<file path="src/hdl/rbfa_pkg.sv">
// ----------------------------------------------------------------------------
// rbfa_pkg
// Shared types and codes of the ranged best-fit buffer allocator.
// ----------------------------------------------------------------------------
package rbfa_pkg;

	localparam logic [1:0] REQ_ALLOC   = 2'd0;
	localparam logic [1:0] REQ_RELEASE = 2'd1;
	localparam logic [1:0] REQ_PRELOAD = 2'd2;

	localparam logic [1:0] ST_OK      = 2'd0;
	localparam logic [1:0] ST_FULL    = 2'd1;
	localparam logic [1:0] ST_BAD_REL = 2'd2;

	localparam int RANGE_W = 11;
	localparam logic [RANGE_W-1:0] RANGE_RESET = 11'd16;

	typedef struct packed {
		logic start_div;
		logic start_scan;
		logic commit;
	} rbfa_cmd_t;

	typedef struct packed {
		logic div_done;
		logic scan_done;
	} rbfa_stat_t;

endpackage

</file>
<file path="src/hdl/rbfa_ctrl.sv">
// ----------------------------------------------------------------------------
// rbfa_ctrl
// Sequencer: takes a word, bound setup and scan for allocs, commits, presents.
// ----------------------------------------------------------------------------
module rbfa_ctrl import rbfa_pkg::*; (
	input  logic       clk,
	input  logic       arst_n,
	input  logic       in_valid,
	input  logic [1:0] in_type,
	input  logic       out_ready,
	input  rbfa_stat_t stat,
	output logic       in_ready,
	output logic       load,
	output rbfa_cmd_t  cmd,
	output logic       res_load,
	output logic       out_valid
);
	typedef enum logic [4:0] {
		S_IDLE = 5'b00001,
		S_DIV  = 5'b00010,
		S_SCAN = 5'b00100,
		S_DEC  = 5'b01000,
		S_WAIT = 5'b10000
	} state_t;

	state_t state_q;
	logic   ovalid_q;
	logic   type_alloc_q;

	assign in_ready  = state_q == S_IDLE;
	assign load      = in_valid && in_ready;
	assign out_valid = ovalid_q;

	always_comb begin
		cmd = '0;
		res_load = 1'b0;
		case (state_q)
			S_WAIT: cmd.start_div = type_alloc_q;
			S_DIV:  if (stat.div_done) cmd.start_scan = 1'b1;
			S_DEC:  if (!ovalid_q || out_ready) begin
				cmd.commit = 1'b1;
				res_load   = 1'b1;
			end
			default: ;
		endcase
	end

	always_ff @(posedge clk or negedge arst_n) begin
		if (!arst_n) begin
			state_q      <= S_IDLE;
			ovalid_q     <= 1'b0;
			type_alloc_q <= 1'b0;
		end else begin
			ovalid_q <= res_load || (ovalid_q && !out_ready);
			case (state_q)
				S_IDLE: if (load) begin
					type_alloc_q <= in_type == REQ_ALLOC;
					state_q      <= (in_type == REQ_ALLOC) ? S_WAIT : S_DEC;
				end
				S_WAIT: state_q <= S_DIV;
				S_DIV:  if (stat.div_done) state_q <= S_SCAN;
				S_SCAN: if (stat.scan_done) state_q <= S_DEC;
				S_DEC:  if (!ovalid_q || out_ready) begin
					state_q <= S_IDLE;
				end
				default: state_q <= S_IDLE;
			endcase
		end
	end
endmodule

</file>
<file path="config.mk">
export PLATFORM = sky130hd
export DESIGN_NAME = rbfa_ctrl
export DESIGN_NICKNAME = d
export VERILOG_FILES = /design/src/hdl/rbfa_pkg.sv /design/src/hdl/rbfa_ctrl.sv
export SDC_FILE = /design/constraint.sdc
export NUM_CORES = 1
export LEC_CHECK = 0
export ABC_AREA = 1
export ABC_CLOCK_PERIOD_IN_PS = 1100
export BUFFER_PORTS_ARGS = -buffer_cell sky130_fd_sc_hd__buf_2
export CAP_MARGIN = 20
export CELL_PAD_IN_SITES_DETAIL_PLACEMENT = 0
export CELL_PAD_IN_SITES_GLOBAL_PLACEMENT = 2
export CORE_MARGIN = 4
export CORE_UTILIZATION = 21
export DETAILED_ROUTE_END_ITERATION = 10
export PLACE_DENSITY = 0.67
export RECOVER_POWER = 25
export SLEW_MARGIN = 20
export SYNTH_ARGS = -nofsm -noshare
export SYNTH_HDL_FRONTEND = slang
export SYNTH_SLANG_ARGS = --single-unit
</file>
<file path="constraint.sdc">
create_clock -name clk -period 1.1 [get_ports clk]
set_input_delay 0.22 -clock clk [delete_from_list [all_inputs] [get_ports clk]]
set_output_delay 0.22 -clock clk [all_outputs]
set_load 0.01 [all_outputs]
</file>
==> run summary, run 1 <==
status = finished, violations left
failing checks = setup timing
final core occ = 38.7%
HPWL Detailed = 810 um
Starting Density = 22.8%
post-route worst setup slack = -0.418 ns
Cell variety after synth = 14
cells along the critical path = inv_2 -> nor2_4 -> nand3_4 -> nor2_4 -> buf_6
area fraction of the dominant cell type after synthesis = 36.9%
maximum number of pins on one net before global-route repair = 8
Post-Place Worst Slack = -0.180 ns
post-DR vias/cell = 4.00
Port Buffer Count = 14
normalized max-slew margin = 73.0%
DP Area = 559 sq um
Die Span X = 52.0 um
kind of path behind the tightest hold check = in -> reg
slew at the pin closest to its max-slew limit = 0.405 ns
detailed-router iteration count before antenna repair = 4
type of the setup path with the least slack = reg -> out
static leakage power = 0.363 nW
total wirelength of the detailed-routed design = 1130 um
gr ovfl total = 0
final max-slew violation count = 0
# placed instances = 102
areal power density over the cells = 2240 nW/um^2
DRC errors left = 0
unrepaired setup endpoints after global routing = yes
filler cell count = 207
vertical die dimension = 52.0 um
data arrival time at the worst-slack endpoint = 1.30 ns
maximum fanout encountered on the critical timing path = 3
worst IR drop on VDD = 978 uV
average wire length per cell after detail routing = 10.3 um
Clock Pin Slew Worst Setup and Hold Paths = 0.06 ns
total negative slack = -2.73 ns
# Max-Cap Violations = 0
initial DRC count = 7
library cell occupying the most area in the post-synthesis netlist = dfrtp_1
crit path time final = 1.52 ns
final-report setup violation count = 10
number of CTS-inserted buffers = 3
Worst EP required = 0.88 ns
Global Route Usage Sum = 9.26%
via count of the first global-routing pass = 425
Post-Synthesis Mean Instance Area = 7.01 sq um
total number of vias = 436
Critical Path End Type = output pin
synthesis warning total = 0
core region area = 1780 sq um
Post-Layout Cell Count = 109
total design power = 1.55 mW
RD Place Congestion = 0.767
Syn Nets = 66
cell occurring most often along the worst timing path = nor2_4
synthesized cell area = 407 sq um
Layout area overhead = 69.8%
flops & latches, synth = 7
I/O pin count = 15
clock sink count = 7
TritonCTS clock tree = built
maximum level of the CTS H-tree = 1
proportion of synthesized chip area in sequential cells = 43.4%
Antenna Nets Post-Route = 0
Final Hold Slack = 0.178 ns
root buffer cell = clkbuf_4
summed area of non-filler cells in the final layout = 691 sq um
CP startpoint kind = register
clk_lat worst skew = 0.25 ns
fraction of layout cells with a size suffix above 1 = 57.1%
number of nets in the final layout = 93
first-pass GRT wire length = 1760 um
initial antenna violation count = 0
cell types occupying the most area after synthesis = dfrtp_1, nand2_1, nor2_1
Core Rows = 15
cells after synthesis = 58
post-route clock period utilization = 138%
floorplan die area = 2700 sq um
diodes inserted = 0
Max Fclk = 659 MHz
Crit path largest cell delay = 0.56 ns
worst clock skew = 0.00487 ns
Crit-path slowest cell = dfstp_2
final count of hold timing violations = 0
Max clock buf depth = 2
## layer usage
layer / routed length [um] / up-vias / GRT usage, %
met5: 0 / - / 0
met4: 27 / 0 / 10.5
met3: 66 / 2 / 1.15
met2: 529 / 14 / 13.8
met1: 501 / 189 / 10.6
li1: - / 231 / -
## worst max-delay path, delay by kind of cell (launching register included)
kind	cells	cell delay (ns)
buffers and inverters	2	0.16
flip-flops	1	0.56
AND/OR/NAND/NOR	3	0.33
## cell usage in the layout (no fill, tap or decap)
cell	instances
buf_2	11
buf_4	5
buf_6	5
clkbuf_1	2
clkbuf_4	3
clkinv_2	1
dfrtp_1	6
dfstp_2	1
dlygate4sd3_1	1
inv_1	6
inv_2	3
nand2_1	8
nand2_2	5
nand3_1	1
nand3_2	3
nand3_4	1
nand4_1	3
nor2_1	7
nor2_2	4
nor2_4	3
nor3_2	1
o21ai_0	1
o21ai_1	1
o21ai_2	2
## state kept, by name, indices dropped and copies added (netlist names)
signal        flops
out_valid         1
state_q           5
type_alloc_q      1
## where the power goes
group,internal (mW),switching (mW)
Combinational,0.415,0.478
Sequential,0.351,0.0678
Clock,0.139,0.0970
## path summary, 6_finish.rpt
| check | startpoint | endpoint | slack (ns) | depth (start not counted) |
|---|---|---|---|---|
| max in group asynchronous | arst_n | state_q[0] | 0.38 | 2 |
| max | state_q[0] | load | -0.42 | 5 |
| max reg2reg | state_q[0] | state_q[0] | -0.17 | 7 |
| min in group asynchronous | arst_n | state_q[2] | 0.40 | 2 |
| min | out_ready | out_valid | 0.18 | 2 |
| min reg2reg | type_alloc_q | type_alloc_q | 0.52 | 2 |
## repair_timing
item / in CTS / in global routing
setup endpoints to repair: 10 / 11
setup buffers: 1 / 3
resized for setup: 11 / 14
hold buffers: 1 / 0
pin swaps: 5 / 8
hold endpoints to repair: 6 / 0
## kinds of logic after synthesis
family          count (synthesis)  synth area share [%]
compound gates                  4                  4.92
flops                           7                  43.4
buf+inv                        11                  11.1
simple gates                   36                  40.6
## final cells by class
type | instances | area [sq um] | area share [%]
multi-input cells | 40 | 255 | 37.0
inverters | 10 | 38.8 | 5.62
well taps | 25 | 31.3 | 4.53
flip-flops and latches | 7 | 176 | 25.5
clock buffers | 4 | 26.3 | 3.80
repair buffers | 23 | 163 | 23.6
## cell usage after synthesis
cell type  number
buf_4           1
clkinv_1        1
inv_1           9
nand4_1         3
nand3_2         1
o21ai_0         4
nor2_1         12
nand3_1         4
dfrtp_1         6
nor2_2          1
nand2_1        13
nor2_4          1
dfstp_2         1
nor3_1          1
(Power assumes the default switching activity.)
==> run 2, diff against run 1 <==
- GPL_TIMING_DRIVEN: default -> 0
==> run summary, run 2 (synthesis results as in run 1) <==
maximum fanout encountered on the critical timing path = 4 (was 3)
initial DRC count = 8 (was 7)
worst-case register-to-register setup slack = -0.36 ns (was -0.17 ns)
failing checks = setup timing (unchanged)
Crit path largest cell delay = 0.57 ns (was 0.56 ns)
Post-Layout Cell Count = 113 (was 109)
Worst Reg2Reg Path Length in Cells = 10 (was 7)
total number of vias = 466 (was 436)
fraction of layout cells with a size suffix above 1 = 52.3% (was 57.1%)
summed area of non-filler cells in the final layout = 716 sq um (was 691 sq um)
post-route clock period utilization = 139% (was 138%)
worst IR drop on VDD = 906 uV (was 978 uV)
DP Area = 522 sq um (was 559 sq um)
root buffer cell = clkbuf_4 (unchanged)
number of buffer and inverter instances along the worst setup path = 2 (unchanged)
Crit path depth = 5 (unchanged)
status = finished, violations left (unchanged)
filler cell count = 186 (was 207)
Layout area overhead = 76.0% (was 69.8%)
Antenna Nets Post-Route = 0 (unchanged)
# placed instances = 97 (was 102)
post-DR vias/cell = 4.12 (was 4.00)
worst clock skew = 0.00169 ns (was 0.00487 ns)
Die Span X = 52.0 um (unchanged)
final-report setup violation count = 11 (was 10)
beginning of the worst register-to-register path = state_q[0] (unchanged)
most frequent cells in the layout = nand2_1, buf_2, buf_6 (was buf_2, nand2_1, nor2_1)
RD Place Congestion = 0.763 (was 0.767)
via count of the first global-routing pass = 480 (was 425)
clk_lat worst skew = 0.25 ns (about the same)
total negative slack = -3.26 ns (was -2.73 ns)
initial antenna violation count = 0 (unchanged)
cell occurring most often along the worst timing path = nor2_4 (unchanged)
clock sink count = 7 (unchanged)
first-pass GRT wire length = 1970 um (was 1760 um)
Port Buffer Count = 14 (unchanged)
top register by number of flip-flops = state_q (unchanged)
final max-slew violation count = 0 (unchanged)
Clock Pin Slew Worst Setup and Hold Paths = 0.05 ns (was 0.06 ns)
category of cells accounting for the largest share of critical-path delay = flip-flops (unchanged)
cell depth of the worst min-delay path = 2 (unchanged)
diodes inserted = 0 (unchanged)
Max clock buf depth = 2 (unchanged)
# Max-Cap Violations = 0 (unchanged)
number of CTS-inserted buffers = 3 (unchanged)
kind of path behind the tightest hold check = in -> reg (unchanged)
Starting Density = 22.8% (unchanged)
unrepaired setup endpoints after global routing = yes (unchanged)
gr ovfl total = 0 (unchanged)
Global Route Usage Sum = 10.4% (was 9.26%)
launching element of the worst setup path = state_q[0] (unchanged)
final core occ = 40.1% (was 38.7%)
total wirelength of the detailed-routed design = 1080 um (was 1130 um)
commonest non-fill, non-tap cell in the layout = nand2_1 (was buf_2)
maximum level of the CTS H-tree = 1 (unchanged)
Core Rows = 15 (unchanged)
number of flip-flops in the largest register = 5 (unchanged)
maximum number of pins on one net before global-route repair = 8 (unchanged)
number of nets in the final layout = 97 (was 93)
crit path time final = 1.53 ns (was 1.52 ns)
Crit-path slowest cell = dfstp_2 (unchanged)
final count of hold timing violations = 0 (unchanged)
average wire length per cell after detail routing = 9.53 um (was 10.3 um)
Max Fclk = 655 MHz (was 659 MHz)
Critical Path End Type = output pin (unchanged)
post-route worst setup slack = -0.426 ns (was -0.418 ns)
floorplan die area = 2700 sq um (unchanged)
cells along the critical path = inv_2 -> nor2_4 -> nand3_4 -> nor2_4 -> buf_6 (unchanged)
areal power density over the cells = 2320 nW/um^2 (was 2240 nW/um^2)
normalized max-slew margin = 75.6% (was 73.0%)
HPWL Detailed = 765 um (was 810 um)
I/O pin count = 15 (unchanged)
RR Endpoint = type_alloc_q (was state_q[0])
detailed-router iteration count before antenna repair = 4 (unchanged)
Worst EP required = 0.88 ns (about the same)
CP startpoint kind = register (unchanged)
slew at the pin closest to its max-slew limit = 0.366 ns (was 0.405 ns)
vertical die dimension = 52.0 um (unchanged)
core region area = 1780 sq um (unchanged)
DRC errors left = 0 (unchanged)
data arrival time at the worst-slack endpoint = 1.31 ns (was 1.30 ns)
static leakage power = 0.379 nW (was 0.363 nW)
last element of the critical path = load (unchanged)
type of the setup path with the least slack = reg -> out (unchanged)
TritonCTS clock tree = built (unchanged)
[run 2: changes by cell type in the layout (fill, tap and decap cells not counted), moves of 2 or more]
cell | before | now
buf_4 | 5 | 7
buf_6 | 5 | 8
nand2_1 | 8 | 11
nand2_2 | 5 | 2
o21ai_0 | 1 | 3
o21ai_2 | 2 | 0
[run 2: how the worst min path moves through the flow]
stage,from,end
floorplan,arst_n,out_valid
global placement,arst_n,type_alloc_q
detailed placement,arst_n,out_valid
CTS,out_ready,out_valid
global route,out_ready,out_valid
finish,out_ready,out_valid
[run 2: cell type report]
class	instances	area (sq um)	area share, %
Buffer	1	7.51	1.05
Timing Repair Buffer	26	199	27.8
Tap cell	25	31.3	4.37
Inverter	10	38.8	5.42
Clock buffer	4	26.3	3.67
Sequential cell	7	178	24.8
Multi-Input combinational cell	40	235	32.9
[run 2: metal layers]
metal | global-route usage [%] | part of all wire, %
met1 | 11.0 | 42
met2 | 16.9 | 46
met3 | 1.43 | 5.1
met4 | 10.5 | 6.7
met5 | 0 | 0
[run 2: timing repair]
item / in CTS / in global routing
gates cloned: 0 / 0
setup endpoints to repair: 10 / 11
resized for setup: 15 / 9
hold buffers: 1 / 0
hold endpoints to repair: 6 / 0
pin swaps: 5 / 3
setup buffers: 9 / 4
[run 2: power by group]
part | internal [mW] | switching [mW] | total [mW] | leakage (nW)
registers | 0.353 | 0.0731 | 0.426 | 0.0896
clock network | 0.138 | 0.0930 | 0.231 | 0.0150
logic | 0.527 | 0.479 | 1.01 | 0.275
[run 2: worst reg2reg max path: stages (launching register included)]
cell	delay, ns
dfstp_2	0.57
inv_2	0.05
nor2_4	0.11
nand3_4	0.11
nor2_4	0.11
buf_4	0.11
buf_6	0.08
buf_6	0.08
buf_6	0.08
nand2_2	0.03
o21ai_1	0.07
[run 2: per-stage QoR]
stage | total power [mW] | setup WS, ns | hold slack (ns)
after floorplan | 0.826 | -0.0921 | -0.0756
after global placement | 1.00 | -0.235 | 0.0581
after detailed placement | 0.986 | -0.208 | 0.0596
after CTS | 1.59 | -0.443 | 0.181
after global routing | 1.80 | -0.487 | 0.183
final | 1.66 | -0.426 | 0.177
